[src/rtl/core/esb_pkg.sv]
`timescale 1ns / 1ps

package esb_pkg;

    localparam int CMD_W       = 2;
    localparam int INDEX_W     = 21;
    localparam int BYTE_W      = 8;
    localparam int ELEV_W      = 16;
    localparam int FRAC_W      = 24;
    localparam int W_W         = FRAC_W + 1;
    localparam int QUEUE_DEPTH = 4;
    localparam int OUT_DEPTH   = 8;

    // unit weight, 1.0 in 1.FRAC_W
    localparam logic [W_W-1:0] W_ONE = {1'b1, {FRAC_W{1'b0}}};

    typedef enum logic [CMD_W-1:0] {
        CMD_LOAD     = 2'd0,
        CMD_NEAREST  = 2'd1,
        CMD_BILINEAR = 2'd2
    } esb_cmd_t;

    typedef enum logic [1:0] {
        PH_READ00,
        PH_READ01,
        PH_READ10,
        PH_READ11
    } esb_phase_t;

    typedef struct packed {
        esb_cmd_t            op;
        logic [ELEV_W-1:0]   wdata;
        logic [FRAC_W-1:0]   dy;
        logic [FRAC_W-1:0]   dx;
    } esb_job_t;

endpackage

[src/rtl/core/esb_front.sv]
`timescale 1ns / 1ps

module esb_front import esb_pkg::*; #(
    parameter int GRID_SIZE = 1201,
    localparam int ADDR_W = $clog2(GRID_SIZE * GRID_SIZE)
) (
    input  logic                 aclk,
    input  logic                 aresetn,
    input  logic                 s_valid,
    output logic                 s_ready,
    input  logic [CMD_W-1:0]     s_cmd,
    input  logic [INDEX_W-1:0]   s_sample_index,
    input  logic [BYTE_W-1:0]    s_sample_high_byte,
    input  logic [BYTE_W-1:0]    s_sample_low_byte,
    input  logic [FRAC_W-1:0]    s_lat_fraction,
    input  logic [FRAC_W-1:0]    s_lon_fraction,
    output logic                 q_push,
    output esb_job_t             q_job,
    output logic [ADDR_W-1:0]    q_addr,
    input  logic                 q_full
);

    localparam int IDX_W = $clog2(GRID_SIZE);
    localparam int POS_W = FRAC_W + IDX_W;
    localparam int CMP_W = (ADDR_W > INDEX_W) ? ADDR_W : INDEX_W;
    localparam int CELLS = GRID_SIZE * GRID_SIZE;

    logic                adv;
    logic                keep;
    esb_cmd_t            cmd;
    logic [CMP_W-1:0]    idx_ext;

    logic                f1_valid_reg;
    esb_cmd_t            f1_op_reg;
    logic [ELEV_W-1:0]   f1_wdata_reg;
    logic [ADDR_W-1:0]   f1_load_addr_reg;
    logic [POS_W-1:0]    f1_lat_pos_reg;
    logic [POS_W-1:0]    f1_lon_pos_reg;

    logic [IDX_W-1:0]    row;
    logic [IDX_W-1:0]    col;
    logic [ADDR_W-1:0]   row_off;

    logic                f2_valid_reg;
    esb_cmd_t            f2_op_reg;
    logic [ELEV_W-1:0]   f2_wdata_reg;
    logic [ADDR_W-1:0]   f2_base_reg;
    logic [IDX_W-1:0]    f2_col_reg;
    logic [FRAC_W-1:0]   f2_dy_reg;
    logic [FRAC_W-1:0]   f2_dx_reg;

    logic                f3_valid_reg;
    esb_job_t            f3_job_reg;
    logic [ADDR_W-1:0]   f3_addr_reg;

    // whole front moves together; it only holds when the last stage cannot push
    assign adv     = !f3_valid_reg || !q_full;
    assign s_ready = adv;

    assign cmd     = esb_cmd_t'(s_cmd);
    assign idx_ext = CMP_W'(s_sample_index);

    always_comb begin
        case (cmd)
            CMD_LOAD:     keep = (idx_ext < CMP_W'(CELLS));
            CMD_NEAREST:  keep = 1'b1;
            CMD_BILINEAR: keep = 1'b1;
            default:      keep = 1'b0;
        endcase
    end

    // row counted from the south; stored rows run from the north
    assign row     = f1_lat_pos_reg[POS_W-1:FRAC_W];
    assign col     = f1_lon_pos_reg[POS_W-1:FRAC_W];
    assign row_off = ADDR_W'(IDX_W'(GRID_SIZE - 1) - row) * ADDR_W'(GRID_SIZE);

    always_ff @(posedge aclk) begin
        if (!aresetn) begin
            f1_valid_reg <= 1'b0;
            f2_valid_reg <= 1'b0;
            f3_valid_reg <= 1'b0;
        end else if (adv) begin
            f1_valid_reg <= s_valid && keep;
            f2_valid_reg <= f1_valid_reg;
            f3_valid_reg <= f2_valid_reg;
        end
    end

    always_ff @(posedge aclk) begin
        if (adv) begin
            f1_op_reg        <= cmd;
            f1_wdata_reg     <= {s_sample_high_byte, s_sample_low_byte};
            f1_load_addr_reg <= idx_ext[ADDR_W-1:0];
            f1_lat_pos_reg   <= POS_W'(s_lat_fraction) * POS_W'(GRID_SIZE - 1);
            f1_lon_pos_reg   <= POS_W'(s_lon_fraction) * POS_W'(GRID_SIZE - 1);

            f2_op_reg    <= f1_op_reg;
            f2_wdata_reg <= f1_wdata_reg;
            f2_dy_reg    <= f1_lat_pos_reg[FRAC_W-1:0];
            f2_dx_reg    <= f1_lon_pos_reg[FRAC_W-1:0];
            if (f1_op_reg == CMD_LOAD) begin
                f2_base_reg <= f1_load_addr_reg;
                f2_col_reg  <= '0;
            end else begin
                f2_base_reg <= row_off;
                f2_col_reg  <= col;
            end

            f3_job_reg.op    <= f2_op_reg;
            f3_job_reg.wdata <= f2_wdata_reg;
            f3_job_reg.dy    <= f2_dy_reg;
            f3_job_reg.dx    <= f2_dx_reg;
            f3_addr_reg      <= f2_base_reg + ADDR_W'(f2_col_reg);
        end
    end

    assign q_push = f3_valid_reg && !q_full;
    assign q_job  = f3_job_reg;
    assign q_addr = f3_addr_reg;

endmodule

[config.mk]
export PLATFORM = sky130hd
export DESIGN_NAME = esb_front
export DESIGN_NICKNAME = d
export VERILOG_FILES = /design/src/rtl/core/esb_pkg.sv /design/src/rtl/core/esb_front.sv
export SDC_FILE = /design/constraint.sdc
export NUM_CORES = 1
export LEC_CHECK = 0
export ABC_AREA = 0
export BUFFER_PORTS_ARGS = -buffer_cell sky130_fd_sc_hd__buf_4
export CAP_MARGIN = 20
export CORE_ASPECT_RATIO = 0.6
export CORE_MARGIN = 5
export CORE_UTILIZATION = 55
export DETAILED_ROUTE_END_ITERATION = 8
export PLACE_DENSITY = 0.75
export SYNTH_ARGS = -nofsm -noshare
export SYNTH_HDL_FRONTEND = slang
export SYNTH_SLANG_ARGS = --single-unit
[constraint.sdc]
create_clock -name aclk -period 9.8 [get_ports aclk]
set_input_delay 0.98 -clock aclk [delete_from_list [all_inputs] [get_ports aclk]]
set_output_delay 0.98 -clock aclk [all_outputs]
set_load 0.01 [all_outputs]
==> flow_summary_export.csv <==
group,metric,value,unit
synthesis,async_reset_ff_share,0,%
setup_path,path_class,"reg2reg",
sta,fmax,165,MHz
die,coreArea,0.0324,mm2
clock_tree,cts_setup_buffers,0,
setup_path,crit_path_end_kind,"flop",
clock_tree,htreeDepth,1,
routing,detail_route.wl_per_cell,16.0,um
finish,final_cells,2112,
finish,fin_nets,2106,
synthesis,synth_edf_count,270,
setup_path,slowest_stage,"edfxtp_1",
sta,min_period_over_period,61.9,%
grt,first_global_vias,11000,
setup_path,crit_cells,24,
setup_path,r2r-end,"f2_base_reg[20]",
grt,track_usage,18.6,%
sta,finalHoldViolCount,0,
routing,first_pass_iters,6,
grt,grt_pass1_wl,55800,um
die,boundaryPins,180,
setup_path,slowest_delay,0.57,ns
setup_path,r2r_start,"f1_lat_pos_reg[24]",
clock_tree,clk_root_buffer_cell,"clkbuf_16",
clock_tree,cts_tree,"yes",
routing,drt-vias-per-instance,5.14,
finish,syn2layout_area_growth,14.8,%
flow_run,drv_cap,0,
routing,drtIter0Drc,643,
synthesis,syn_inst,1473,
routing,drcViolationCount,0,
die,rows,51,
synthesis,syn_area_per_cell,12.3,um2
setup_path,reg2reg_depth,24,
sta,slew_headroom,41.0,%
place,place_inst,2063,
synthesis,ys_ff_latch,273,
finish,drive_above_1_share,15.5,%
routing,wl,33800,um
synthesis,synth_area,0.0181,mm2
die,die_x,244,um
routing,vias,10800,
setup_path,crit_buf_inv,5,
sta,drv_slew,0,
die,die_h,150,um
finish,antenna_cells,0,
finish,largest_reg_flops,58,
finish,final_common_cell,"inv_1",
sta,tightestPinTransition,0.885,ns
die,die-area,0.0367,mm2
setup_path,critical-path-top-delay-family,"adder cells",
finish,stdcell_area,0.0208,mm2
clock_tree,clockBufferDepth,3,
synthesis,ys.flop_type,"edfxtp_1",
setup_path,start_kind,"flop",
sta,clock_skew,0.0169,ns
clock_tree,clk_latency,0.54,ns
place,io_buffers,171,
setup_path,critPathCapture,"f2_base_reg[20]",
clock_tree,ctsHoldBuffers,0,
setup_path,path_cells,"inv_1 -> ha_1 -> nor3b_2 -> nor2_2 -> xor2_1 -> xnor2_1 -> ha_1 -> inv_1 -> fa_1 -> inv_1 -> fa_1 -> inv_1 -> fa_1 -> inv_1 -> ha_1 -> nor3_1 -> nor2_1 -> a31oi_1 -> nor2b_1 -> o21ai_0 -> a21oi_1 -> a31oi_1 -> xnor2_1 -> o21ai_1",
worst_hold_path,holdCritPathClass,"reg2reg",
clock_tree,clk_pin_slew,0.07,ns
synthesis,ys_types,73,
setup_path,required,10.08,ns
clock_tree,cts.sinks,273,
grt,grt_max_degree,86,
setup_path,rrSetupSlack,3.74,ns
routing,ant_nets,0,
clock_tree,cts_buffers,27,
run_status,status,"complete, no violations",
sta,grt_setup_unrepaired,"false",
synthesis,yosysSeqAreaShare,45.2,%
setup_path,cpMostUsedCell,"inv_1",
sta,whs,0.406,ns
place,routabilityCongestion,0.916,
synthesis,yosys_warnings,0,
sta,setup_violations,0,
setup_path,crit_path_start,"f1_lat_pos_reg[24]",
place,place_hpwl,27000,um
place,post_dp_cell_area,0.0199,mm2
grt,antenna_found_initial,0,
setup_path,worst_ep_arrival_time,6.34,ns
setup_path,cp_max_fo,9,
sta,setup-tns-final,0,ns
grt,grt-ovfl-total,0,
sta,period_needed,6.06,ns
clock_tree,cts_resized,0,
finish,final_cell_mix,"301 x inv_1, 270 x edfxtp_1, 241 x ha_1",
die,initial_utilization,55.8,%
-- area by class of cell --
type	count	area, um2
clock buffers	31	691
clock inverters	18	189
fillers	2486	11700
inverters	303	1140
multi-input cells	887	8720
flip-flops and latches	273	8170
well taps	424	531
repair buffers	176	1320
-- cell families after synthesis --
| family | after synthesis | synth area share [%] |
|---|---|---|
| and+or+nand+nor | 210 | 5.90 |
| AOI/OAI and AO/OA | 211 | 8.13 |
| other | 1 | 0.0207 |
| DFF | 273 | 45.2 |
| adders and majority gates | 347 | 28.4 |
| muxes | 8 | 0.484 |
| xor gates and xnor gates | 103 | 5.09 |
| buffers and inverters | 320 | 6.82 |
-- Yosys cell counts, drive strengths merged (4+ instances only) --
| master | n | area [um2] |
|---|---|---|
| inv | 303 | 1140 |
| edfxtp | 270 | 8110 |
| ha | 241 | 3020 |
| fa | 106 | 2120 |
| xnor2 | 68 | 614 |
| a21oi | 57 | 297 |
| nor2 | 52 | 198 |
| nand2 | 51 | 191 |
| o21ai | 49 | 268 |
| xor2 | 35 | 307 |
| nor2b | 28 | 175 |
| a21o | 24 | 181 |
| nor3 | 15 | 80.1 |
| a31oi | 14 | 109 |
| nand3 | 14 | 70.1 |
| o21a | 11 | 90.1 |
| o21bai | 11 | 82.6 |
| and2 | 10 | 65.1 |
| buf | 10 | 70.1 |
| and3 | 9 | 57.6 |
| nand2b | 9 | 56.3 |
| clkbuf | 7 | 26.3 |
| o2111ai | 7 | 61.3 |
| mux2 | 6 | 67.6 |
| nor4 | 6 | 52.6 |
| a211oi | 5 | 42.5 |
| a21boi | 5 | 37.5 |
| o211ai | 5 | 37.5 |
| nand4 | 4 | 25.0 |
-- metal layers --
metal,track usage (%),up-vias,wire length (um)
li1,-,5413,-
met4,3.80,0,605
met1,27.2,5198,16100
met5,0,-,0
met2,29.7,199,15500
met3,3.53,39,1550
-- how the worst min path moves through the flow --
stage,startpoint,endpoint,slack [ns],cells past startpoint
final,f2_dx_reg[7],q_job[7],0.41,0
after global routing,f2_dx_reg[7],q_job[7],0.41,0
after CTS,f2_dy_reg[18],q_job[42],0.41,0
after detailed placement,f1_lat_pos_reg[20],f2_dy_reg[20],0.40,0
after global placement,f2_wdata_reg[11],q_job[59],0.40,0
after floorplan,f1_lon_pos_reg[10],f2_dx_reg[10],0.40,0
-- stage by stage --
step                worst slack [ns]  util, %
detailed placement              3.76     61.3
global route                    3.40     64.0
floorplan                       2.36        -
CTS                             3.77     64.0
finish                          3.74     64.0
global placement                4.02     61.3
Power is not shown: default switching activity piles up to over one toggle a cycle in this logic, so the estimate is an artifact.
