==> src/rtl/core/esb_queue.sv <==
`timescale 1ns / 1ps

module esb_queue #(
    parameter int WIDTH = 8,
    parameter int DEPTH = 4,
    localparam int PTR_W = $clog2(DEPTH)
) (
    input  logic              aclk,
    input  logic              aresetn,
    input  logic              push,
    input  logic [WIDTH-1:0]  push_data,
    output logic              full,
    input  logic              pop,
    output logic              head_valid,
    output logic [WIDTH-1:0]  head_data
);

    logic [WIDTH-1:0]  slot_reg [DEPTH];
    logic [PTR_W-1:0]  wptr_reg;
    logic [PTR_W-1:0]  rptr_reg;
    logic [PTR_W:0]    count_reg;
    logic [PTR_W:0]    count_next;

    assign full       = (count_reg == (PTR_W + 1)'(DEPTH));
    assign head_valid = (count_reg != '0);
    assign head_data  = slot_reg[rptr_reg];

    always_comb begin
        count_next = count_reg;
        if (push && !pop)
            count_next = count_reg + 1'b1;
        else if (pop && !push)
            count_next = count_reg - 1'b1;
    end

    always_ff @(posedge aclk) begin
        if (!aresetn) begin
            wptr_reg  <= '0;
            rptr_reg  <= '0;
            count_reg <= '0;
        end else begin
            count_reg <= count_next;
            if (push)
                wptr_reg <= wptr_reg + 1'b1;
            if (pop)
                rptr_reg <= rptr_reg + 1'b1;
        end
    end

    always_ff @(posedge aclk) begin
        if (push)
            slot_reg[wptr_reg] <= push_data;
    end

endmodule

==> config.mk <==
export PLATFORM = sky130hd
export DESIGN_NAME = esb_queue
export DESIGN_NICKNAME = d
export VERILOG_FILES = /design/src/rtl/core/esb_queue.sv
export SDC_FILE = /design/constraint.sdc
export NUM_CORES = 1
export LEC_CHECK = 0
export BUFFER_PORTS_ARGS = -buffer_cell sky130_fd_sc_hd__buf_2
export CAP_MARGIN = 20
export CORE_AREA = 2 2 44 87
export DETAILED_ROUTE_END_ITERATION = 8
export DIE_AREA = 0 0 46 89
export PLACE_DENSITY = 0.67
export SYNTH_ARGS = -nofsm -noshare
export SYNTH_HDL_FRONTEND = slang
export SYNTH_SLANG_ARGS = --single-unit
==> constraint.sdc <==
create_clock -name aclk -period 1.75 [get_ports aclk]
set_input_delay 0.0875 -clock aclk [delete_from_list [all_inputs] [get_ports aclk]]
set_output_delay 0.0875 -clock aclk [all_outputs]
set_load 0.05 [all_outputs]
==> results of run 1 <==
[worst max-delay path: stages, from the launching register on]
cell and delay [ns]:
dfxtp_1 0.31, buf_4 0.20, mux4_2 0.52, buf_2 0.23
[cell families after synthesis]
logic type	Yosys count
XOR/XNOR	5
multiplexers	10
buffers and inverters	6
AO/OA/AOI/OAI	2
adder cells (fa/ha/maj)	6
AND/OR/NAND/NOR	15
flip-flops	41
[worst max path at each step]
| stage | slack [ns] | cells past startpoint | to | startpoint |
|---|---|---|---|---|
| floorplan | 0.16 | 1 | full | count_reg[0]$_SDFFE_PN0P_ |
| global placement | 0.26 | 7 | count_reg[2]$_SDFFE_PN0P_ | push |
| detailed placement | 0.18 | 7 | count_reg[2]$_SDFFE_PN0P_ | push |
| CTS | 0.08 | 3 | head_data[6] | register |
| global route | 0.03 | 3 | head_data[2] | register |
| finish | 0.12 | 3 | head_data[6] | register |
[metal layers]
layer / vias to the layer above / GRT usage
met2: 22 / 0.247
met4: 0 / 0.0805
li1: 374 / -
met3: 6 / 0.0404
met5: - / 0
met1: 399 / 0.135
[stage by stage]
step | setup slack, ns | utilization | instances | hold WS [ns]
floorplan | 0.165 | - | 85 | 0.186
global placement | 0.258 | 0.515 | 137 | 0.298
detailed placement | 0.183 | 0.515 | 137 | 0.304
CTS | 0.0832 | 0.554 | 148 | 0.000836
global route | 0.0315 | 0.554 | 148 | 0.00101
finish | 0.118 | 0.554 | 148 | 0.0103
[power breakdown]
part / internal, uW / total (uW) / switching [uW]
clock: 365 / 670 / 305
sequential: 1110 / 1150 / 34.8
combinational: 134 / 376 / 242
total: 1610 / 2190 / 582
[layout make-up]
cell class                 count  area, sq um  area share
sequential                    41         1140       0.609
multi-input combinational     38          432       0.230
timing repair buffer          25          143      0.0762
clock buffer                   7         97.6      0.0521
tap                           32         40.0      0.0214
inverter                       4         15.0     0.00802
clock inverter                 1         5.00     0.00267
[placed cells by master (no fill, tap or decap), drive strengths merged, types with 2 or more instances in the layout]
cell type,count
buf,22
xnor2,2
edfxtp,32
inv,4
and2,9
dlygate4sd3,3
clkbuf,7
mux4,8
nor2b,2
xor2,3
mux2i,2
dfxtp,9
or3,2
ha,5
[repair_timing]
item	CTS	global route
hold buffers	3	0
setup buffers	0	0
resized for setup	0	0
hold endpoints to repair	4	0
==> flow_summary.json, run 1 <==
{
  "status": "finished, final reports clean",
  "hold-path-endpoint": "slot_reg[3][6]$_DFFE_PP_",
  "uppermost_layer_routed": "met4",
  "timing_max_transition_violations_final": 0,
  "detail_route.wirelength.met1_um": 800,
  "synth-warning-count": 0,
  "num_rows": 30,
  "timing.hold.worst.class": "input port to register",
  "total_clock_sinks": 41,
  "worst_slew_margin_rel": 0.713,
  "worst_setup_hold_path_clk_slew_ns": 0.07,
  "synthMuxAreaShare": 0.125,
  "synth-adder-area-share": 0.0515,
  "total_wirelength_um": 2380,
  "timing.rr.start": "count_reg[0]$_SDFFE_PN0P_",
  "cts_inserted_buffers": 5,
  "cts_max_path_buffers": 2,
  "grt_util_overall": 0.140,
  "area_growth_pct": 16.8,
  "power-per-cell-area_mw_per_mm2": 1170,
  "post_route_cells_drive_above_1_share": 0.319,
  "synthSimpleGateAreaFrac": 0.0577,
  "synth_xor_area_frac": 0.0273,
  "maximum_number_of_pins_on_one_net_before_global_route_repair": 14,
  "yosys.area.top_type": "edfxtp_1",
  "yosysUniqueCellTypes": 18,
  "largest_register_ff_count": 32,
  "number_of_antenna_violations_at_the_first_check_in_global_routing": 0,
  "postSynthRegisterBits": 41,
  "met2_wirelength_um": 1380,
  "timing.reg2reg.worst_path_depth": 4,
  "synth_most_common_cell": "edfxtp_1",
  "global_route_wire_length_before_repair_um": 3900,
  "grt_setup_unrepaired": "false",
  "cts_tree": "yes",
  "clock_tree.htree_level_count": 2,
  "drt-wirelength-per-cell_um": 16.1,
  "die_w_um": 46,
  "dpl-instance-area_sq_mm": 0.00174,
  "number_of_vias_per_cell_after_detailed_routing": 5.41,
  "total_power_consumption_uw": 2190,
  "arrival_ns": 1.54,
  "timing.critical_path.required_ns": 1.66,
  "cell_area_after_technology_mapping_sq_mm": 0.00160,
  "synth.area.top_cells": "edfxtp_1, dfxtp_1, mux4_2",
  "ir_drop_mv": 0.703,
  "drtPass1Iterations": 4,
  "crit_fanout": 8,
  "area_fraction_in_compound_gates_after_synthesis": 0.00780,
  "ys_seq_area_frac": 0.711,
  "buffer_ports.inserted": 21,
  "top_level_ports": 22,
  "post_synth_most_frequent_cells": "edfxtp_1, and2_1, dfxtp_1",
  "min_period_over_period": 0.932,
  "fp.dieH_um": 89,
  "synthesis.instances": 85,
  "gp_routability_congestion": 0.634,
  "peak_freq_ghz": 0.613,
  "setup_viol": 0,
  "initial_core_util": 0.475,
  "drv_cap": 0,
  "setup.worst_path.start_class": "register",
  "synth_fp_nets": 103,
  "timing.rr.end": "count_reg[2]$_SDFFE_PN0P_",
  "detailedRoute.firstIterationViolations": 28,
  "critPathCaptureType": "output pin",
  "antenna_cells": 0,
  "worst-r2r-setup-slack_ns": 0.27,
  "synth_top_cell_area_share": 0.599,
  "clock_skew_ns": 0.00514,
  "final_cell_area_sq_mm": 0.00187,
  "tns_ns": 0,
  "timing.hold.worst_path_depth": 1,
  "post_synth_arst_share": 0,
  "synth_enable_flop_cells": 32,
  "ys_dominant_reg_cell": "edfxtp_1",
  "detailroute.via_count": 801,
  "fillCellCount": 277,
  "finalNetCount": 133,
  "drcViolationCount": 0,
  "ctsRootBufferMaster": "clkbuf_8",
  "total_leakage_power_uw": 0.000698,
  "finalCriticalPeriod_ns": 1.63,
  "synth_top_family_by_area": "multiplexers",
  "hold_viol": 0,
  "wire_length_on_met3_um": 130,
  "worst_pin_slew_ns": 0.431,
  "worstHoldStart": "push_data[6]",
  "synth_area_per_cell_sq_um": 18.9,
  "detailedPlacementHpwl_um": 1750,
  "via_count_of_the_first_global_routing_pass": 867,
  "overflow": 0,
  "std_cell_core_area_sq_mm": 0.00338,
  "clock_latency_ns": 0.29,
  "design.die.area_sq_mm": 0.00409,
  "antenna_left": 0,
  "setup.worst_path.class": "register to output pin"
}
Power figures use the tool's default switching activity.
==> run 2, diff against run 1 <==
RECOVER_POWER = 25   (was unset)
==> flow_summary.json, run 2 (synthesized netlist as in run 1, its figures left out) <==
{
  "timing.critical_path.required_ns": 1.66,
  "total_clock_sinks": 41,
  "overflow": 0,
  "worst_slew_margin_rel": 0.716,
  "worst_setup_hold_path_clk_slew_ns": 0.07,
  "critPathCaptureType": "output pin",
  "buffer_ports.inserted": 21,
  "global_route_wire_length_before_repair_um": 3900,
  "drt-wirelength-per-cell_um": 16.1,
  "antenna_left": 0,
  "mostFrequentLayoutCell": "edfxtp_1",
  "top_level_ports": 22,
  "std_cell_core_area_sq_mm": 0.00338,
  "timing.hold.worst.class": "input port to register",
  "tns_ns": 0,
  "min_period_over_period": 0.931,
  "setup.worst_path.start_class": "register",
  "drtPass1Iterations": 3,
  "initial_core_util": 0.475,
  "power-per-cell-area_mw_per_mm2": 1170,
  "detailedRoute.firstIterationViolations": 23,
  "post_route_cells_drive_above_1_share": 0.276,
  "cts_max_path_buffers": 2,
  "hold_viol": 0,
  "drv_cap": 0,
  "timing.final.ws_setup_ns": 0.121,
  "design.die.area_sq_mm": 0.00409,
  "number_of_antenna_violations_at_the_first_check_in_global_routing": 0,
  "post_cts_resize_count": 0,
  "largest_register_ff_count": 32,
  "grt_setup_unrepaired": "false",
  "detailroute.via_count": 802,
  "grt_util_overall": 0.140,
  "cts_inserted_buffers": 5,
  "clock_skew_ns": 0.00453,
  "total_leakage_power_uw": 0.000684,
  "total_wirelength_um": 2380,
  "num_rows": 30,
  "maximum_number_of_pins_on_one_net_before_global_route_repair": 14,
  "cts_tree": "yes",
  "clock_tree.htree_level_count": 2,
  "die_w_um": 46,
  "fillCellCount": 279,
  "most_frequent_cells_in_the_layout": "edfxtp_1, buf_2, and2_1, dfxtp_1, mux4_2",
  "area_growth_pct": 16.4,
  "finalNetCount": 133,
  "timing_max_transition_violations_final": 0,
  "total_power_consumption_uw": 2190,
  "crit_fanout": 8,
  "fp.dieH_um": 89,
  "number_of_vias_per_cell_after_detailed_routing": 5.42,
  "finalCriticalPeriod_ns": 1.63,
  "via_count_of_the_first_global_routing_pass": 867,
  "setup.worst_path.class": "register to output pin",
  "gp_routability_congestion": 0.634,
  "place_ws_ns": 0.183,
  "arrival_ns": 1.54,
  "setup_viol": 0,
  "detailedPlacementHpwl_um": 1750,
  "storage_cell_area_sq_mm": 0.00114,
  "peak_freq_ghz": 0.614,
  "clock_latency_ns": 0.29,
  "status": "finished, final reports clean",
  "ir_drop_mv": 0.704,
  "worst_pin_slew_ns": 0.426,
  "antenna_cells": 0,
  "drcViolationCount": 0,
  "ctsRootBufferMaster": "clkbuf_8",
  "multiInputGateArea_sq_um": 432
}
## run 2: area by class of cell
type / count / share of cell area
clock buffers: 7 / 0.0523
clock inverters: 1 / 0.00268
inverters: 4 / 0.00804
multi-input cells: 38 / 0.231
flip-flops and latches: 41 / 0.611
well taps: 32 / 0.0214
repair buffers: 25 / 0.0731
## run 2: through the flow
step            util  hold WS, ns  cell area, sq um  cells
2_1_floorplan      -        0.186              1600     85
3_3_place_gp   0.515        0.298              1740    137
3_5_place_dp   0.515        0.304              1740    137
4_1_cts        0.554     0.000836              1870    148
6_report       0.553       0.0501              1870    148
5_1_grt        0.553       0.0470              1870    148
## run 2: repair_timing
item,4_1_cts,5_1_grt
hold buffers,3,0
hold endpoints to repair,4,0
setup buffers,0,0
setup endpoints to repair,0,0
## run 2: worst paths after layout
check | from | to | slack (ns) | cells past startpoint
worst max-delay path | register | head_data[6] | 0.12 | 3
worst min-delay path | push_data[6] | slot_reg[3][6]$_DFFE_PP_ | 0.05 | 1
worst max register to register | count_reg[0]$_SDFFE_PN0P_ | count_reg[2]$_SDFFE_PN0P_ | 0.27 | 4
worst min register to register | count_reg[2]$_SDFFE_PN0P_ | count_reg[2]$_SDFFE_PN0P_ | 0.51 | 2
## run 2: where the power goes
part,switching (uW),internal [uW]
clock network,306,365
logic,242,132
registers,34.8,1110
total,583,1610
## run 2: routing by layer
metal | vias up | track usage | routed length [um]
met5 | - | 0 | 0
met4 | 0 | 0.0805 | 68
met3 | 6 | 0.0404 | 113
met2 | 20 | 0.247 | 1380
met1 | 403 | 0.135 | 820
li1 | 373 | - | -
## run 2: critical path, cell delays in order (launching register included)
cell and delay, ns:
dfxtp_1 0.31, buf_4 0.20, mux4_2 0.52, buf_2 0.22
